[config.mk]
export PLATFORM = sky130hd
export DESIGN_NAME = integer_upscale_centered
export DESIGN_NICKNAME = d
export VERILOG_FILES = /design/src/sv/iuc_pkg.sv /design/src/sv/integer_upscale_centered.sv
export SDC_FILE = /design/constraint.sdc
export NUM_CORES = 1
export LEC_CHECK = 0
export ABC_CLOCK_PERIOD_IN_PS = 12100
export CORE_ASPECT_RATIO = 0.9
export CORE_UTILIZATION = 45
export DETAILED_ROUTE_END_ITERATION = 10
export DONT_BUFFER_PORTS = 1
export GPL_TIMING_DRIVEN = 0
export PLACE_DENSITY_LB_ADDON = 0.05
export SLEW_MARGIN = 20
export SYNTH_ARGS = -nofsm -noshare
export SYNTH_HDL_FRONTEND = slang
export SYNTH_SLANG_ARGS = --single-unit
[constraint.sdc]
create_clock -name clk -period 12.1 [get_ports clk]
set_input_delay 0.605 -clock clk [delete_from_list [all_inputs] [get_ports clk]]
set_output_delay 0.605 -clock clk [all_outputs]
set_load 0.03 [all_outputs]
[src/sv/iuc_pkg.sv]
// Shared definitions for the centred integer upscaler.
// Holds widths, limits, register indexes and the sequencer state type.
// No dependencies.
`default_nettype none

package iuc_pkg;

	localparam int DimW   = 13;
	localparam int PosW   = 12;
	localparam int ScaleW = 4;
	localparam int StepW  = 3;
	localparam int AccW   = 14;
	localparam int AddrW  = 24;
	localparam int ColorW = 32;
	localparam int IdxW   = 2;

	localparam logic [DimW-1:0]   MaxDim   = 13'd4096;
	localparam logic [ScaleW-1:0] MaxScale = 4'd8;

	typedef logic [DimW-1:0]        dim_t;
	typedef logic signed [DimW-1:0] coord_t;
	typedef logic [PosW-1:0]        pos_t;
	typedef logic [ScaleW-1:0]      scale_t;
	typedef logic [StepW-1:0]       step_t;

	// configuration register indexes
	typedef enum logic [IdxW-1:0] {
		REG_SRC_W = 2'd0,
		REG_SRC_H = 2'd1,
		REG_DST_W = 2'd2,
		REG_DST_H = 2'd3
	} reg_idx_t;

	// sequencer states
	typedef enum logic [2:0] {
		ST_IDLE,
		ST_INIT,
		ST_SEARCH,
		ST_OFFSET,
		ST_EMIT
	} state_t;

	// saturate a written dimension at the largest supported size
	function automatic dim_t sat_dim(input dim_t v);
		sat_dim = (v > MaxDim) ? MaxDim : v;
	endfunction

endpackage

`default_nettype wire

[src/sv/integer_upscale_centered.sv]
// Centred integer nearest-neighbour upscaler, top level.
// Depends on iuc_pkg for widths, limits, register indexes and state type.
//
// Usage:
//  - Source pixels enter on pixel_color (in_valid/in_ready) in raster order.
//    Each one yields scale x scale target writes, row by row, on the output
//    channel (out_valid/out_ready), one transaction per cycle when the
//    receiver keeps out_ready high.
//  - With a zero dimension configured, each pixel yields a single result
//    with dim_error set and all other fields zero.
//  - Configuration: pulse cfg_write with cfg_index/cfg_data. Values above
//    4096 are saturated. After each write the scale is stepped up from 1
//    to at most 8 by an add/compare on each axis, one compare a cycle,
//    then the offset state works out the centring offsets; the frame
//    position restarts at the first pixel. in_ready stays low after a
//    write until the sequencer is back in idle.
//  - Pixels are accepted only in idle, so a new pixel waits until the single
//    write sequencer has issued every write of the current one; the first
//    write passes through the EMIT state and the output register. in_ready is low while a pixel is being expanded.
//  - A stalled receiver holds the output register and freezes the sequencer.
//  - Reset clears the control, geometry and position registers, sets the
//    scale to 1 and empties the output; colour and output fields are not reset.
`default_nettype none

module integer_upscale_centered (
	input  wire                          clk,
	input  wire                          arst_n,
	// configuration
	input  wire                          cfg_write,
	input  wire [iuc_pkg::IdxW-1:0]      cfg_index,
	input  wire [iuc_pkg::DimW-1:0]      cfg_data,
	// source pixels
	input  wire                          in_valid,
	output logic                         in_ready,
	input  wire [iuc_pkg::ColorW-1:0]    pixel_color,
	// target writes
	output logic                         out_valid,
	input  wire                          out_ready,
	output logic signed [iuc_pkg::DimW-1:0] out_x,
	output logic signed [iuc_pkg::DimW-1:0] out_y,
	output logic [iuc_pkg::AddrW-1:0]    out_address,
	output logic [iuc_pkg::ColorW-1:0]   out_color,
	output logic                         write_valid,
	output logic                         last_of_pixel,
	output logic                         frame_done,
	output logic                         dim_error
);

	iuc_pkg::state_t state_q, state_d;

	// configuration registers
	iuc_pkg::dim_t src_w_q, src_h_q, dst_w_q, dst_h_q;

	// derived geometry
	iuc_pkg::scale_t           scale_q;
	logic [iuc_pkg::AccW-1:0]  acc_w_q, acc_h_q;
	iuc_pkg::coord_t           off_col_q, off_row_q;

	// frame position and per-pixel block origin
	iuc_pkg::pos_t   col_q, row_q;
	iuc_pkg::coord_t x0_q, y0_q;

	// write sequencer
	iuc_pkg::step_t             dx_q, dy_q;
	logic [iuc_pkg::ColorW-1:0] color_q;

	logic out_valid_q;

	// combinational helpers
	logic                      dims_bad;
	logic [iuc_pkg::AccW-1:0]  cand_w, cand_h;
	logic                      can_grow;
	logic signed [iuc_pkg::AccW-1:0] diff_w, diff_h;
	iuc_pkg::coord_t           off_col_d, off_row_d;
	iuc_pkg::step_t            last_step;
	logic                      dx_last, dy_last, blk_last;
	logic                      col_last, row_last;
	iuc_pkg::coord_t           cur_x, cur_y;
	logic                      cur_in;
	logic [iuc_pkg::DimW+iuc_pkg::PosW-1:0] row_base;
	logic [iuc_pkg::AddrW-1:0] cur_addr;
	logic                      out_free;
	logic                      accept;
	logic                      emit_fire;

	assign dims_bad = (src_w_q == '0) || (src_h_q == '0) ||
	                  (dst_w_q == '0) || (dst_h_q == '0);

	// scale search: try one step larger on both axes
	assign cand_w   = acc_w_q + {1'b0, src_w_q};
	assign cand_h   = acc_h_q + {1'b0, src_h_q};
	assign can_grow = (scale_q < iuc_pkg::MaxScale) &&
	                  (cand_w <= {1'b0, dst_w_q}) && (cand_h <= {1'b0, dst_h_q});

	// centring offsets, halved with truncation toward zero
	assign diff_w    = $signed({1'b0, dst_w_q}) - $signed(acc_w_q);
	assign diff_h    = $signed({1'b0, dst_h_q}) - $signed(acc_h_q);
	assign off_col_d = iuc_pkg::coord_t'((diff_w + {{(iuc_pkg::AccW-1){1'b0}},
	                   diff_w[iuc_pkg::AccW-1] & diff_w[0]}) >>> 1);
	assign off_row_d = iuc_pkg::coord_t'((diff_h + {{(iuc_pkg::AccW-1){1'b0}},
	                   diff_h[iuc_pkg::AccW-1] & diff_h[0]}) >>> 1);

	// position within the scale x scale block
	assign last_step = iuc_pkg::step_t'(scale_q - 4'd1);
	assign dx_last   = (dx_q == last_step);
	assign dy_last   = (dy_q == last_step);
	assign blk_last  = dx_last && dy_last;
	assign col_last  = ({1'b0, col_q} + 13'd1) >= src_w_q;
	assign row_last  = ({1'b0, row_q} + 13'd1) >= src_h_q;

	// current write coordinates and address
	assign cur_x    = x0_q + iuc_pkg::coord_t'({1'b0, dx_q});
	assign cur_y    = y0_q + iuc_pkg::coord_t'({1'b0, dy_q});
	assign cur_in   = !cur_x[iuc_pkg::DimW-1] && !cur_y[iuc_pkg::DimW-1] &&
	                  (iuc_pkg::dim_t'(cur_x) < dst_w_q) &&
	                  (iuc_pkg::dim_t'(cur_y) < dst_h_q);
	assign row_base = cur_y[iuc_pkg::PosW-1:0] * dst_w_q;
	assign cur_addr = row_base[iuc_pkg::AddrW-1:0] +
	                  {{(iuc_pkg::AddrW-iuc_pkg::PosW){1'b0}}, cur_x[iuc_pkg::PosW-1:0]};

	assign out_free  = !out_valid_q || out_ready;
	assign accept    = in_valid && in_ready;

	// next state
	always_comb begin
		state_d = state_q;
		if (cfg_write) begin
			state_d = iuc_pkg::ST_INIT;
		end else begin
			unique case (state_q)
				iuc_pkg::ST_IDLE: begin
					if (in_valid) state_d = iuc_pkg::ST_EMIT;
				end
				iuc_pkg::ST_INIT: begin
					state_d = dims_bad ? iuc_pkg::ST_IDLE : iuc_pkg::ST_SEARCH;
				end
				iuc_pkg::ST_SEARCH: begin
					if (!can_grow) state_d = iuc_pkg::ST_OFFSET;
				end
				iuc_pkg::ST_OFFSET: begin
					state_d = iuc_pkg::ST_IDLE;
				end
				iuc_pkg::ST_EMIT: begin
					if (out_free && (dims_bad || blk_last)) state_d = iuc_pkg::ST_IDLE;
				end
				default: state_d = iuc_pkg::ST_IDLE;
			endcase
		end
	end

	// sequencer outputs
	always_comb begin
		in_ready  = (state_q == iuc_pkg::ST_IDLE) && !cfg_write;
		emit_fire = (state_q == iuc_pkg::ST_EMIT) && out_free;
	end

	always_ff @(posedge clk or negedge arst_n) begin
		if (!arst_n) begin
			state_q <= iuc_pkg::ST_IDLE;
		end else begin
			state_q <= state_d;
		end
	end

	// configuration registers
	always_ff @(posedge clk or negedge arst_n) begin
		if (!arst_n) begin
			src_w_q <= '0;
			src_h_q <= '0;
			dst_w_q <= '0;
			dst_h_q <= '0;
		end else if (cfg_write) begin
			unique case (iuc_pkg::reg_idx_t'(cfg_index))
				iuc_pkg::REG_SRC_W: src_w_q <= iuc_pkg::sat_dim(cfg_data);
				iuc_pkg::REG_SRC_H: src_h_q <= iuc_pkg::sat_dim(cfg_data);
				iuc_pkg::REG_DST_W: dst_w_q <= iuc_pkg::sat_dim(cfg_data);
				iuc_pkg::REG_DST_H: dst_h_q <= iuc_pkg::sat_dim(cfg_data);
				default: ;
			endcase
		end
	end

	// geometry and frame position
	always_ff @(posedge clk or negedge arst_n) begin
		if (!arst_n) begin
			scale_q   <= 4'd1;
			acc_w_q   <= '0;
			acc_h_q   <= '0;
			off_col_q <= '0;
			off_row_q <= '0;
			col_q     <= '0;
			row_q     <= '0;
			x0_q      <= '0;
			y0_q      <= '0;
		end else if (!cfg_write) begin
			unique case (state_q)
				iuc_pkg::ST_INIT: begin
					scale_q   <= 4'd1;
					acc_w_q   <= {1'b0, src_w_q};
					acc_h_q   <= {1'b0, src_h_q};
					off_col_q <= '0;
					off_row_q <= '0;
					col_q     <= '0;
					row_q     <= '0;
					x0_q      <= '0;
					y0_q      <= '0;
				end
				iuc_pkg::ST_SEARCH: begin
					if (can_grow) begin
						scale_q <= scale_q + 4'd1;
						acc_w_q <= cand_w;
						acc_h_q <= cand_h;
					end
				end
				iuc_pkg::ST_OFFSET: begin
					off_col_q <= off_col_d;
					off_row_q <= off_row_d;
					x0_q      <= off_col_d;
					y0_q      <= off_row_d;
				end
				iuc_pkg::ST_EMIT: begin
					// step to the next source pixel after its last write
					if (emit_fire && !dims_bad && blk_last) begin
						if (col_last) begin
							col_q <= '0;
							x0_q  <= off_col_q;
							if (row_last) begin
								row_q <= '0;
								y0_q  <= off_row_q;
							end else begin
								row_q <= row_q + 12'd1;
								y0_q  <= y0_q + iuc_pkg::coord_t'(scale_q);
							end
						end else begin
							col_q <= col_q + 12'd1;
							x0_q  <= x0_q + iuc_pkg::coord_t'(scale_q);
						end
					end
				end
				default: ;
			endcase
		end
	end

	// block step counters
	always_ff @(posedge clk or negedge arst_n) begin
		if (!arst_n) begin
			dx_q <= '0;
			dy_q <= '0;
		end else if (accept) begin
			dx_q <= '0;
			dy_q <= '0;
		end else if (emit_fire) begin
			if (dx_last) begin
				dx_q <= '0;
				dy_q <= dy_last ? '0 : dy_q + 3'd1;
			end else begin
				dx_q <= dx_q + 3'd1;
			end
		end
	end

	// latched colour of the pixel being expanded
	always_ff @(posedge clk) begin
		if (accept) color_q <= pixel_color;
	end

	// output register
	always_ff @(posedge clk or negedge arst_n) begin
		if (!arst_n) begin
			out_valid_q <= 1'b0;
		end else if (emit_fire) begin
			out_valid_q <= 1'b1;
		end else if (out_ready) begin
			out_valid_q <= 1'b0;
		end
	end

	always_ff @(posedge clk) begin
		if (emit_fire) begin
			if (dims_bad) begin
				out_x         <= '0;
				out_y         <= '0;
				out_address   <= '0;
				out_color     <= '0;
				write_valid   <= 1'b0;
				last_of_pixel <= 1'b0;
				frame_done    <= 1'b0;
				dim_error     <= 1'b1;
			end else begin
				out_x         <= cur_x;
				out_y         <= cur_y;
				out_address   <= cur_in ? cur_addr : '0;
				out_color     <= color_q;
				write_valid   <= cur_in;
				last_of_pixel <= blk_last;
				frame_done    <= blk_last && col_last && row_last;
				dim_error     <= 1'b0;
			end
		end
	end

	assign out_valid = out_valid_q;

endmodule

`default_nettype wire

Yosys cells after proc, flatten, opt, wreduce, memory -nomap -nowiden

Cells that the tools add are included.

Add/sub/neg operators: 19
Multiply operators: 1
Magnitude comparators: 8
Eq/ne operators: 15
Mux-type cells: 39
Bitwise logic cells: 4
Reduce and logical (&&, ||, !) cells: 50

Operators with widths:

| kind                  | number |
|---|---|
| $mux 13               | 6 |
| $pmux 13 s3           | 2 |
| $mux 12               | 5 |
| $pmux 14 s2           | 2 |
| $logic_not 13->1      | 4 |
| $pmux 13 s2           | 2 |
| $pmux 12 s2           | 2 |
| $mux 3                | 11 |
| $add 14x1->14         | 2 |
| $add 14x13->14        | 2 |
| $le 14x13->1          | 2 |
| $mux 14               | 2 |
| $sub 14x14->14        | 2 |
| $add 12x1->13 const B | 2 |
| $add 13x4->13         | 2 |
| $add 13x5->13         | 2 |
| $ge 13x13->1          | 2 |
| $lt 13x13->1          | 2 |
| $add 12x1->12 const B | 2 |
| $add 24x12->24        | 1 |
| $mul 12x13->24        | 1 |
| $logic_and 1x1->1     | 14 |
| $gt 13x13->1 const B  | 1 |
| $pmux 3 s4            | 1 |
| other kinds (29)      | 62 |

Flip-flop bits (word level): 288
Bits of input ports: 52
Output and inout port bits: 88
Word-level logic and storage cells: 162

Longest topological paths before layout

Gate-level depths: netlist of run 1.

Depth after elaboration: 9
Depth in mapped cells: 29
Mapped depth without buffers: 29

Worst setup path before layout of run 1

OpenSTA, ideal clock, no wires.

Kind: register to register
Start: register dy_q[0]
End: register out_address[16] in the netlist's numbering, data pin
Setup time: 0.266 ns
Data arrival time: 6.534 ns
Data required time: 11.834 ns
Path slack: 5.300 ns
Stages on the path, launching flop included: 27
Buffers on the path: 0
Clock period less this slack: 6.800 ns
Cells stage by stage: dfrtp_1 > ha_1 > inv_1 > fa_1 > nor2b_1 > o2111ai_1 > inv_1 > nand3_1 > xor2_1 > inv_1 > nand2_1 > fa_1 > fa_1 > inv_1 > fa_1 > fa_1 > inv_1 > fa_1 > inv_1 > ha_1 > a2111oi_0 > o21a_1 > nor3_1 > or3_1 > a21oi_1 > xor2_1 > nor2_1

Elaborated cells on any way between the ends: 10
Those cells by class: 2 x add/sub; 1 x mul; 1 x order compare; 1 x bitwise; 5 x reduce/logical

RTL lines:

| what                                                                   | line                            | text |
|---|---|---|
| start: declaration                                                     | integer_upscale_centered.sv:64  | `iuc_pkg::step_t dx_q, dy_q;` |
| start signal: assignment                                               | integer_upscale_centered.sv:256 | `dy_q <= dy_last ? '0 : dy_q + 3'd1;` |
| $add 13x4->13 *                                                        | integer_upscale_centered.sv:113 | `assign cur_y = y0_q + iuc_pkg::coord_t'({1'b0, dy_q});` |
| net cur_y[10]                                                          | integer_upscale_centered.sv:78  | `iuc_pkg::coord_t cur_x, cur_y;` |
| parallel branches: the longest is 4 deep, another holds $mul 12x13->24 | -                               |  |
| end signal: assignment                                                 | integer_upscale_centered.sv:293 | `out_address <= cur_in ? cur_addr : '0;` |
| end: declaration                                                       | integer_upscale_centered.sv:41  | `output logic [iuc_pkg::AddrW-1:0] out_address,` |

Mark *: on every way through the listed nets, which the timed path passes.
A chain may end at the register's enable or synchronous reset.

Final worst setup path of run 1

Start: register y0_q[1]
End: register out_address[19] in the netlist's numbering, data pin

Elaborated cells on any way between the ends: 10
Those cells by class: 2 x add/sub; 1 x mul; 1 x order compare; 1 x bitwise; 5 x reduce/logical

RTL lines:

| what                                                                   | line                            | text |
|---|---|---|
| start: declaration                                                     | integer_upscale_centered.sv:61  | `iuc_pkg::coord_t x0_q, y0_q;` |
| start signal: assignment                                               | integer_upscale_centered.sv:219 | `y0_q <= off_row_d;` |
| start signal: assignment                                               | integer_upscale_centered.sv:229 | `y0_q <= off_row_q;` |
| start signal: assignment                                               | integer_upscale_centered.sv:232 | `y0_q <= y0_q + iuc_pkg::coord_t'(scale_q);` |
| $add 13x4->13 *                                                        | integer_upscale_centered.sv:113 |  |
| net cur_y[11]                                                          | integer_upscale_centered.sv:78  |  |
| parallel branches: the longest is 4 deep, another holds $mul 12x13->24 | -                               |  |

Marked as above.

==> summary.txt, run 1 <==
Worst setup path
  – Worst Path Class, Setup: flip-flop to flip-flop
  – Kind of cell adding the most delay to the critical path: adder cells
  – Buf/Inv on CP: 5
  – Critical path's most frequent cell: sky130_fd_sc_hd__fa_1
  – Critical path's slowest cell: sky130_fd_sc_hd__xor2_1
  – Critical path cell sequence: ha_1 -> a21o_1 -> a21oi_1 -> and3b_1 -> and3_1 -> xor2_1 -> clkbuf_1 -> nand2_1 -> fa_1 -> fa_1 -> inv_1 -> fa_1 -> fa_1 -> inv_1 -> fa_1 -> inv_1 -> ha_1 -> inv_1 -> o31a_1 -> o31ai_1 -> a21oi_1 -> or3b_1 -> a31oi_1
  – Max FO, Critical Path: 10
  – Kind of start point of the critical path: flip-flop
  – Element type at the critical path end: flip-flop
  – Worst Path Arrival: 8.95 ns
  – CP Data Required Time: 12.48 ns
  – Maximum cell stage delay along the critical path: 0.79 ns

Drt
  – Routed WL: 69100 um
  – Post-route antenna net violation count: 0
  – Routed wire length per instance: 21.5 um
  – Count of vias placed by the detailed router: 18200
  – DRC: 0
  – Average vias per placed instance: 5.65
  – Number of iterations in the first detailed-routing pass: 5
  – Iteration-0 DRC Markers: 1334

Clock network
  – CTS tree: built
  – Total number of clock tree sinks: 288
  – Clock Tree Buf Depth: 3
  – Clock slew seen by the registers of the worst setup and hold paths: 0.06 ns
  – Number of levels the H-tree was split into: 2
  – Number of CTS-inserted buffers: 36
  – Clk root buf: sky130_fd_sc_hd__clkbuf_16
  – Clk Latency, worst-skew pair: 0.56 ns
  – Total setup buffers inserted after CTS: 0

Status
  – Status: finished, final reports clean

Power and ir drop
  – Max VDD drop: 259 uV
  – PwrDens: 301 mW/mm2
  – Leakage power of the design: 11.3 nW

Timing
  – Worst-Margin Slew: 1.08 ns
  – Unrepaired setup endpoints after global routing: false
  – Setup violations, final: 0
  – Sum of negative setup slack: 0 ns
  – Maximum achievable frequency: 117 MHz
  – Final Max Tran Viols: 0
  – Final hold violation count: 0
  – Max Clock Skew: 0.0279 ns
  – Rel. slew slack: 27.5%
  – Period minus WS final: 8.57 ns
  – Final critical-path share of the clock period: 70.8%

Floorplanning
  – Vert. Die Dim: 217 um
  – Die width: 241 um
  – Starting density of the core: 45.7%
  – Area of the die: 0.0523 mm2
  – Placement Rows: 78
  – I/O pin count: 140
  – Core Box Area: 0.0506 mm2

Worst hold path
  – Path type of the worst min-delay path: input pin to asynchronous set/reset pin

Yosys
  – Synthesized net count: 2865
  – Per-instance average area after synthesis: 9.36 um2
  – Post-synthesis sequential area ratio: 33.8%
  – Proportion of netlist area held by the largest area contributor: 18.3%
  – Number of library cell types mapped by synthesis: 79
  – Post-synth ARST share: 59.0%
  – Synth Warn #: 0
  – Area of the mapped netlist: 0.0231 mm2
  – Register bit total from synthesis: 288
  – Most area-hungry cell type in the Yosys netlist: sky130_fd_sc_hd__dfrtp_1
  – Top cells by area, synth: sky130_fd_sc_hd__dfrtp_1 18%, sky130_fd_sc_hd__edfxtp_1 15%, sky130_fd_sc_hd__ha_1 12%
  – Instance count of the mapped netlist: 2467
  – Most used DFF post-synth: sky130_fd_sc_hd__dfrtp_1
  – Number of enable flip-flop cells after synthesis: 118

Global route
  – GRT Overall Usage: 26.9%
  – GR met1 Demand/Resource: 38.3%
  – Number of global-route vias before repair: 17900
  – Remaining global-route overflow: 0
  – Met3 track demand over resource in global routing: 3.94%
  – Global-route wire length before repair: 107000 um
  – Met2 layer usage reported by global route: 42.3%
  – Maximum number of pins on one net before global-route repair: 171
  – Grt peak-use layer: met2
  – Antenna violations before repair: 2

Placed design
  – Half-perimeter wire length of the detailed placement result: 54300 um
  – IO Port Bufs: 0
  – Final weighted congestion of routability-driven global placement: 0.928
  – Dpl cells: 3152

Layout
  – Number of fill cells: 4879
  – Layout overhead on the synthesized area: 9.33%
  – ANT cells: 0
  – Non-Filler Instances: 3218
  – Net count of the finished layout: 2909
  – Proportion of layout cells with a drive suffix above 1: 4.37%

Flow run
  – Number of maximum-capacitance constraint violations: 0
## report_power, final
group	total [mW]	leakage, nW	internal (mW)	switching [mW]
clock network	1.06	0.559	0.614	0.443
logic	5.02	7.42	1.90	3.11
registers	1.54	3.31	1.28	0.260
total	7.61	11.3	3.79	3.82
## cell type report
| type | count | area, um2 | area share [%] |
|---|---|---|---|
| well taps | 680 | 851 | 3.37 |
| flip-flops and latches | 288 | 7800 | 30.9 |
| multi-input cells | 1790 | 13900 | 55.0 |
| clock inverters | 13 | 123 | 0.485 |
| plain buffers | 86 | 339 | 1.34 |
| inverters | 303 | 1140 | 4.51 |
| clock buffers | 52 | 1020 | 4.05 |
| repair buffers | 6 | 105 | 0.416 |
## path summary, 6_finish.rpt
kind                       slack, ns       startpoint               to  cells past startpoint
setup reg to reg                3.53          y0_q[1]  out_address[19]                     23
min in group clk                0.13  pixel_color[23]      color_q[23]                      0
hold / removal                  0.04           arst_n          y0_q[4]                      1
setup / recovery                3.53          y0_q[1]  out_address[19]                     23
max in group asynchronous      11.27           arst_n       acc_w_q[4]                      1
hold reg to reg                 0.47        row_q[11]        row_q[11]                      2
## cell usage after synthesis, types with 16 or more instances
master	number
sky130_fd_sc_hd__nand4_1	19
sky130_fd_sc_hd__a22oi_1	16
sky130_fd_sc_hd__nand2_1	280
sky130_fd_sc_hd__mux2i_1	19
sky130_fd_sc_hd__o21ai_0	122
sky130_fd_sc_hd__o32ai_1	18
sky130_fd_sc_hd__ha_1	218
sky130_fd_sc_hd__a21o_1	44
sky130_fd_sc_hd__clkbuf_1	76
sky130_fd_sc_hd__nor2_1	170
sky130_fd_sc_hd__dfrtp_1	169
sky130_fd_sc_hd__nor4_1	16
sky130_fd_sc_hd__fa_1	128
sky130_fd_sc_hd__xor2_1	52
sky130_fd_sc_hd__edfxtp_1	118
sky130_fd_sc_hd__a21oi_1	96
sky130_fd_sc_hd__and2_1	87
sky130_fd_sc_hd__nand3_1	44
sky130_fd_sc_hd__nor2b_1	22
sky130_fd_sc_hd__inv_1	302
sky130_fd_sc_hd__a211oi_1	18
sky130_fd_sc_hd__nor3_1	40
sky130_fd_sc_hd__xnor2_1	89
sky130_fd_sc_hd__nand2b_1	40
sky130_fd_sc_hd__a31oi_1	22
sky130_fd_sc_hd__and3_1	26
sky130_fd_sc_hd__o21a_1	24
## stage by stage
step	setup slack (ns)	hold slack [ns]	total power [mW]	area, um2	utilization (%)
after floorplan	5.30	0.309	5.16	23100	-
after CTS	3.68	0.104	7.64	25300	50.0
after global routing	3.23	0.109	8.34	25300	50.0
after detailed placement	3.76	0.317	6.50	24100	47.6
after global placement	3.53	0.317	6.40	24000	47.4
final	3.53	0.0367	7.61	25300	50.0
## sequential cells by signal, indices dropped and copies added, names as in the netlist, 14 cells and up
signal	flops
acc_h_q	14
out_address	24
color_q	32
out_color	32
acc_w_q	14
## cells in the final DEF (no fill, tap or decap), types with 6 or more instances in the layout
cell	instances
sky130_fd_sc_hd__o21ai_1	14
sky130_fd_sc_hd__o31ai_1	11
sky130_fd_sc_hd__a21o_1	44
sky130_fd_sc_hd__a22o_1	12
sky130_fd_sc_hd__nand2b_1	40
sky130_fd_sc_hd__nor2_1	170
sky130_fd_sc_hd__nor2b_1	22
sky130_fd_sc_hd__ha_1	218
sky130_fd_sc_hd__a31oi_1	21
sky130_fd_sc_hd__or2_2	6
sky130_fd_sc_hd__and4_1	7
sky130_fd_sc_hd__and2_1	86
sky130_fd_sc_hd__fa_1	128
sky130_fd_sc_hd__a21oi_1	96
sky130_fd_sc_hd__xor2_1	49
sky130_fd_sc_hd__inv_1	301
sky130_fd_sc_hd__o21a_1	24
sky130_fd_sc_hd__o21ai_0	122
sky130_fd_sc_hd__o21bai_1	9
sky130_fd_sc_hd__mux2_2	11
sky130_fd_sc_hd__nor3_1	40
sky130_fd_sc_hd__and3_1	26
sky130_fd_sc_hd__clkbuf_16	37
sky130_fd_sc_hd__clkbuf_1	87
sky130_fd_sc_hd__nand3_1	44
sky130_fd_sc_hd__nor4_1	15
sky130_fd_sc_hd__xnor2_1	87
sky130_fd_sc_hd__edfxtp_1	118
sky130_fd_sc_hd__nand3b_1	7
sky130_fd_sc_hd__or3_1	8
sky130_fd_sc_hd__dfrtp_1	169
sky130_fd_sc_hd__nand2_1	280
sky130_fd_sc_hd__a22oi_1	16
sky130_fd_sc_hd__mux2i_1	19
sky130_fd_sc_hd__buf_2	7
sky130_fd_sc_hd__o211ai_1	13
sky130_fd_sc_hd__a211oi_1	18
sky130_fd_sc_hd__nand4_1	19
sky130_fd_sc_hd__o32ai_1	18
## kinds of logic after synthesis
family | Yosys count | synth area share (%)
AO/OA/AOI/OAI | 479 | 13.7
XOR/XNOR | 142 | 5.42
adder cells (fa/ha/maj) | 346 | 22.9
buffers and inverters | 389 | 6.39
flip-flops | 288 | 33.8
multiplexers | 32 | 1.51
AND/OR/NAND/NOR | 791 | 16.4
## worst register-to-register path: stages, from the launching register on
cell and delay [ns]:
sky130_fd_sc_hd__dfrtp_1 0.43, sky130_fd_sc_hd__ha_1 0.32, sky130_fd_sc_hd__a21o_1 0.18, sky130_fd_sc_hd__a21oi_1 0.25
sky130_fd_sc_hd__and3b_1 0.26, sky130_fd_sc_hd__and3_1 0.19, sky130_fd_sc_hd__xor2_1 0.79, sky130_fd_sc_hd__clkbuf_1 0.70
sky130_fd_sc_hd__nand2_1 0.18, sky130_fd_sc_hd__fa_1 0.59, sky130_fd_sc_hd__fa_1 0.56, sky130_fd_sc_hd__inv_1 0.05
sky130_fd_sc_hd__fa_1 0.50, sky130_fd_sc_hd__fa_1 0.54, sky130_fd_sc_hd__inv_1 0.05, sky130_fd_sc_hd__fa_1 0.52
sky130_fd_sc_hd__inv_1 0.04, sky130_fd_sc_hd__ha_1 0.30, sky130_fd_sc_hd__inv_1 0.08, sky130_fd_sc_hd__o31a_1 0.34
sky130_fd_sc_hd__o31ai_1 0.78, sky130_fd_sc_hd__a21oi_1 0.19, sky130_fd_sc_hd__or3b_1 0.38, sky130_fd_sc_hd__a31oi_1 0.14
## metal layers
layer / wire length, um / vias up / part of all wire [%]
li1: - / 8502 / -
met1: 31900 / 9009 / 46
met2: 31000 / 565 / 45
met3: 4190 / 93 / 6.1
met4: 1930 / 0 / 2.8
met5: 0 / - / 0
## what timing repair did
item / 4_1_cts / 5_1_grt
hold buffers: 1 / 0
endpoints found under the hold margin: 170 / 0
resized for setup: 0 / 0
Note: power is estimated with default switching activity, not from simulation.
==> inputs of run 2 (changes only) <==
--- a/config.mk
+++ b/config.mk
@@ -5,7 +5,7 @@
 export SDC_FILE = /design/constraint.sdc
 export NUM_CORES = 1
 export LEC_CHECK = 0
-export ABC_CLOCK_PERIOD_IN_PS = 12100
+export ABC_CLOCK_PERIOD_IN_PS = 8850
 export CORE_ASPECT_RATIO = 0.9
 export CORE_UTILIZATION = 45
 export DETAILED_ROUTE_END_ITERATION = 10
==> constraint.sdc (replaced) <==
create_clock -name clk -period 8.85 [get_ports clk]
set_input_delay 0.4425 -clock clk [delete_from_list [all_inputs] [get_ports clk]]
set_output_delay 0.4425 -clock clk [all_outputs]
set_load 0.03 [all_outputs]
==> summary.txt, run 2 (synthesis results as in run 1) <==
Status
  – Status: finished, final reports clean

Global route
  – Remaining global-route overflow: 0 (unchanged)
  – Global-route wire length before repair: 107000 um (+0.46%)
  – Number of global-route vias before repair: 18000 (+0.83%)
  – GRT Overall Usage: 27.0% (+0.12 points)
  – Maximum number of pins on one net before global-route repair: 171 (unchanged)
  – Antenna violations before repair: 2 (unchanged)

Power and ir drop
  – Leakage power of the design: 11.4 nW (+1.2%)
  – Relative contribution of combinational cells to total power: 65.9% (about the same)
  – Switching power share of the total: 50.1% (about the same)
  – Final Total Pwr: 10.4 mW (+37%)
  – PwrDens: 407 mW/mm2 (+35%)
  – Design internal power: 5.19 mW (+37%)
  – Clock network fraction of design power: 13.9% (about the same)
  – Max VDD drop: 354 uV (+37%)
  – Net switching power figure: 5.22 mW (+37%)
  – Sequential power share: 20.2% (about the same)

Worst setup path
  – Max FO, Critical Path: 9 (-1)
  – Kind of start point of the critical path: flip-flop
  – CP Data Required Time: 9.23 ns (-3.25 ns)
  – Number of cells on the worst reg-to-reg path: 25 (+8.7%)
  – Capturing point of the worst reg2reg path: out_address[19]
  – Worst Path Arrival: 8.73 ns (-0.22 ns)
  – Crit path to: out_address[19]
  – Reg-to-reg setup timing slack: 0.51 ns (-3.02 ns)
  – Reg-to-Reg Start: dy_q[0]
  – Element type at the critical path end: flip-flop
  – Launch point of the critical path: dy_q[0]
  – Worst Path Class, Setup: flip-flop to flip-flop

Layout
  – Proportion of layout cells with a drive suffix above 1: 4.36% (-0.017 points)
  – Number of fill cells: 4851 (-0.57%)
  – Commonest cells after routing, fill and taps aside: 301 x sky130_fd_sc_hd__inv_1, 280 x sky130_fd_sc_hd__nand2_1, 218 x sky130_fd_sc_hd__ha_1, 170 x sky130_fd_sc_hd__nor2_1, 169 x sky130_fd_sc_hd__dfrtp_1
  – ANT cells: 0 (unchanged)
  – Registers with the most flip-flops: color_q: 32 flops, out_color: 32 flops, out_address: 24 flops
  – Most common cell after layout, fill and taps aside: sky130_fd_sc_hd__inv_1
  – Layout overhead on the synthesized area: 10.8%
  – Net count of the finished layout: 2942 (+1.1%)

Floorplanning
  – Die width: 241 um (unchanged)
  – Starting density of the core: 45.7% (unchanged)
  – Core Box Area: 0.0506 mm2 (unchanged)
  – Placement Rows: 78 (unchanged)
  – Area of the die: 0.0523 mm2 (unchanged)
  – I/O pin count: 140 (unchanged)
  – Vert. Die Dim: 217 um (unchanged)

Drt
  – Routed wire length per instance: 21.3 um (-0.85%)
  – Post-route antenna net violation count: 0 (unchanged)
  – Iteration-0 DRC Markers: 1269 (-4.9%)
  – Number of iterations in the first detailed-routing pass: 7 (+2)
  – Routed WL: 69200 um (+0.17%)
  – Average vias per placed instance: 5.60 (-0.87%)
  – DRC: 0 (unchanged)
  – Count of vias placed by the detailed router: 18200 (+0.15%)

Clock network
  – Number of levels the H-tree was split into: 2 (unchanged)
  – Clock slew seen by the registers of the worst setup and hold paths: 0.06 ns (about the same)
  – Clk Latency, worst-skew pair: 0.56 ns (about the same)
  – Number of CTS-inserted buffers: 36 (unchanged)
  – Clk root buf: sky130_fd_sc_hd__clkbuf_16
  – CTS tree: built
  – Clock Tree Buf Depth: 3 (unchanged)
  – Total number of clock tree sinks: 288 (unchanged)

Timing
  – Rel. slew slack: 32.0% (+4.5 points)
  – Setup ws final: 0.506 ns (-3.02 ns)
  – Final Max Tran Viols: 0 (unchanged)
  – Setup violations, final: 0 (unchanged)
  – Final critical-path share of the clock period: 94.3% (+23 points)
  – Sum of negative setup slack: 0 ns (unchanged)
  – Period minus WS final: 8.34 ns (-0.225 ns)
  – Post-route worst hold slack: 0.0918 ns (+0.0551 ns)
  – Max Clock Skew: 0.0275 ns (-0.000358 ns)
  – Unrepaired setup endpoints after global routing: false
  – Final hold violation count: 0 (unchanged)
  – Worst-Margin Slew: 1.01 ns (-0.0673 ns)
  – Maximum achievable frequency: 120 MHz (+2.7%)

Worst hold path
  – Path type of the worst min-delay path: input pin to flip-flop

Flow run
  – Number of maximum-capacitance constraint violations: 0 (unchanged)

Placed design
  – Final weighted congestion of routability-driven global placement: 0.928 (unchanged)
  – Half-perimeter wire length of the detailed placement result: 54300 um (unchanged)
  – Setup slack at placement: 0.511 ns (-3.25 ns)
  – IO Port Bufs: 0 (unchanged)
[run 2: cell count changes in the layout (fill, tap and decap cells not counted), sizes merged]
| cell | delta |
|---|---|
| dlygate4sd3 | +33 |
[run 2: cell type report]
class                           instances  area [um2]  area share, %
Clock inverter                         13         123          0.479
Inverter                              303        1140           4.45
Timing Repair Buffer                   39         435           1.70
Clock buffer                           52        1020           3.99
Multi-Input combinational cell       1790       13900           54.3
Tap cell                              680         851           3.32
Sequential cell                       288        7800           30.5
Buffer                                 86         339           1.32
[run 2: worst min-delay path by stage]
| stage | start | endpoint | slack, ns | cells past startpoint |
|---|---|---|---|---|
| 2_1_floorplan | arst_n | acc_h_q[0] | 0.15 | 0 |
| 6_report | out_ready | out_valid | 0.09 | 2 |
| 5_1_grt | out_ready | out_valid | 0.08 | 2 |
| 3_5_place_dp | arst_n | y0_q[4] | 0.15 | 0 |
| 4_1_cts | out_ready | out_valid | 0.07 | 2 |
| 3_3_place_gp | arst_n | y0_q[6] | 0.15 | 0 |
[run 2: stage by stage]
| stage | instance area [um2] | cells | util, % |
|---|---|---|---|
| floorplan | 23100 | 2467 | - |
| global route | 25600 | 3251 | 50.6 |
| finish | 25600 | 3251 | 50.6 |
| CTS | 25600 | 3251 | 50.6 |
| detailed placement | 24100 | 3152 | 47.6 |
| global placement | 24000 | 3147 | 47.4 |
[run 2: routing by layer]
layer	global-route usage [%]	part of all wire [%]	vias up
met5	0	0	-
met4	8.06	2.8	0
met3	3.84	5.6	92
met2	42.6	45	533
met1	38.5	47	8997
li1	-	-	8574
[run 2: repair_timing]
item	4_1_cts	5_1_grt
endpoints found under the setup margin	0	1
hold endpoints to repair	202	0
gates resized for setup	0	1
hold buffers	34	0
setup buffers	0	0
[run 2: worst max-delay path: stages (launching register included)]
cell and delay [ns]:
sky130_fd_sc_hd__dfrtp_1 0.44, sky130_fd_sc_hd__ha_1 0.21, sky130_fd_sc_hd__inv_1 0.05, sky130_fd_sc_hd__fa_1 0.39, sky130_fd_sc_hd__nor2b_1 0.16, sky130_fd_sc_hd__o2111ai_1 0.23
sky130_fd_sc_hd__inv_1 0.13, sky130_fd_sc_hd__nand3_1 0.12, sky130_fd_sc_hd__xor2_2 0.75, sky130_fd_sc_hd__inv_1 0.47, sky130_fd_sc_hd__nand2_1 0.21, sky130_fd_sc_hd__fa_1 0.50
sky130_fd_sc_hd__fa_1 0.56, sky130_fd_sc_hd__inv_1 0.05, sky130_fd_sc_hd__fa_1 0.50, sky130_fd_sc_hd__fa_1 0.54, sky130_fd_sc_hd__inv_1 0.05, sky130_fd_sc_hd__fa_1 0.52
sky130_fd_sc_hd__inv_1 0.04, sky130_fd_sc_hd__ha_1 0.30, sky130_fd_sc_hd__inv_1 0.08, sky130_fd_sc_hd__o31a_1 0.34, sky130_fd_sc_hd__o31ai_1 0.78, sky130_fd_sc_hd__a21oi_1 0.19
sky130_fd_sc_hd__or3b_1 0.38, sky130_fd_sc_hd__a31oi_1 0.14
[run 2: power by group through the flow]
stage	combinational, mW	sequential (mW)	clock [mW]
finish	6.87	2.10	1.45
global route	7.76	2.14	1.53
CTS	6.88	2.10	1.48
detailed placement	6.76	2.12	0
global placement	6.63	2.12	0
floorplan	5.03	2.02	0
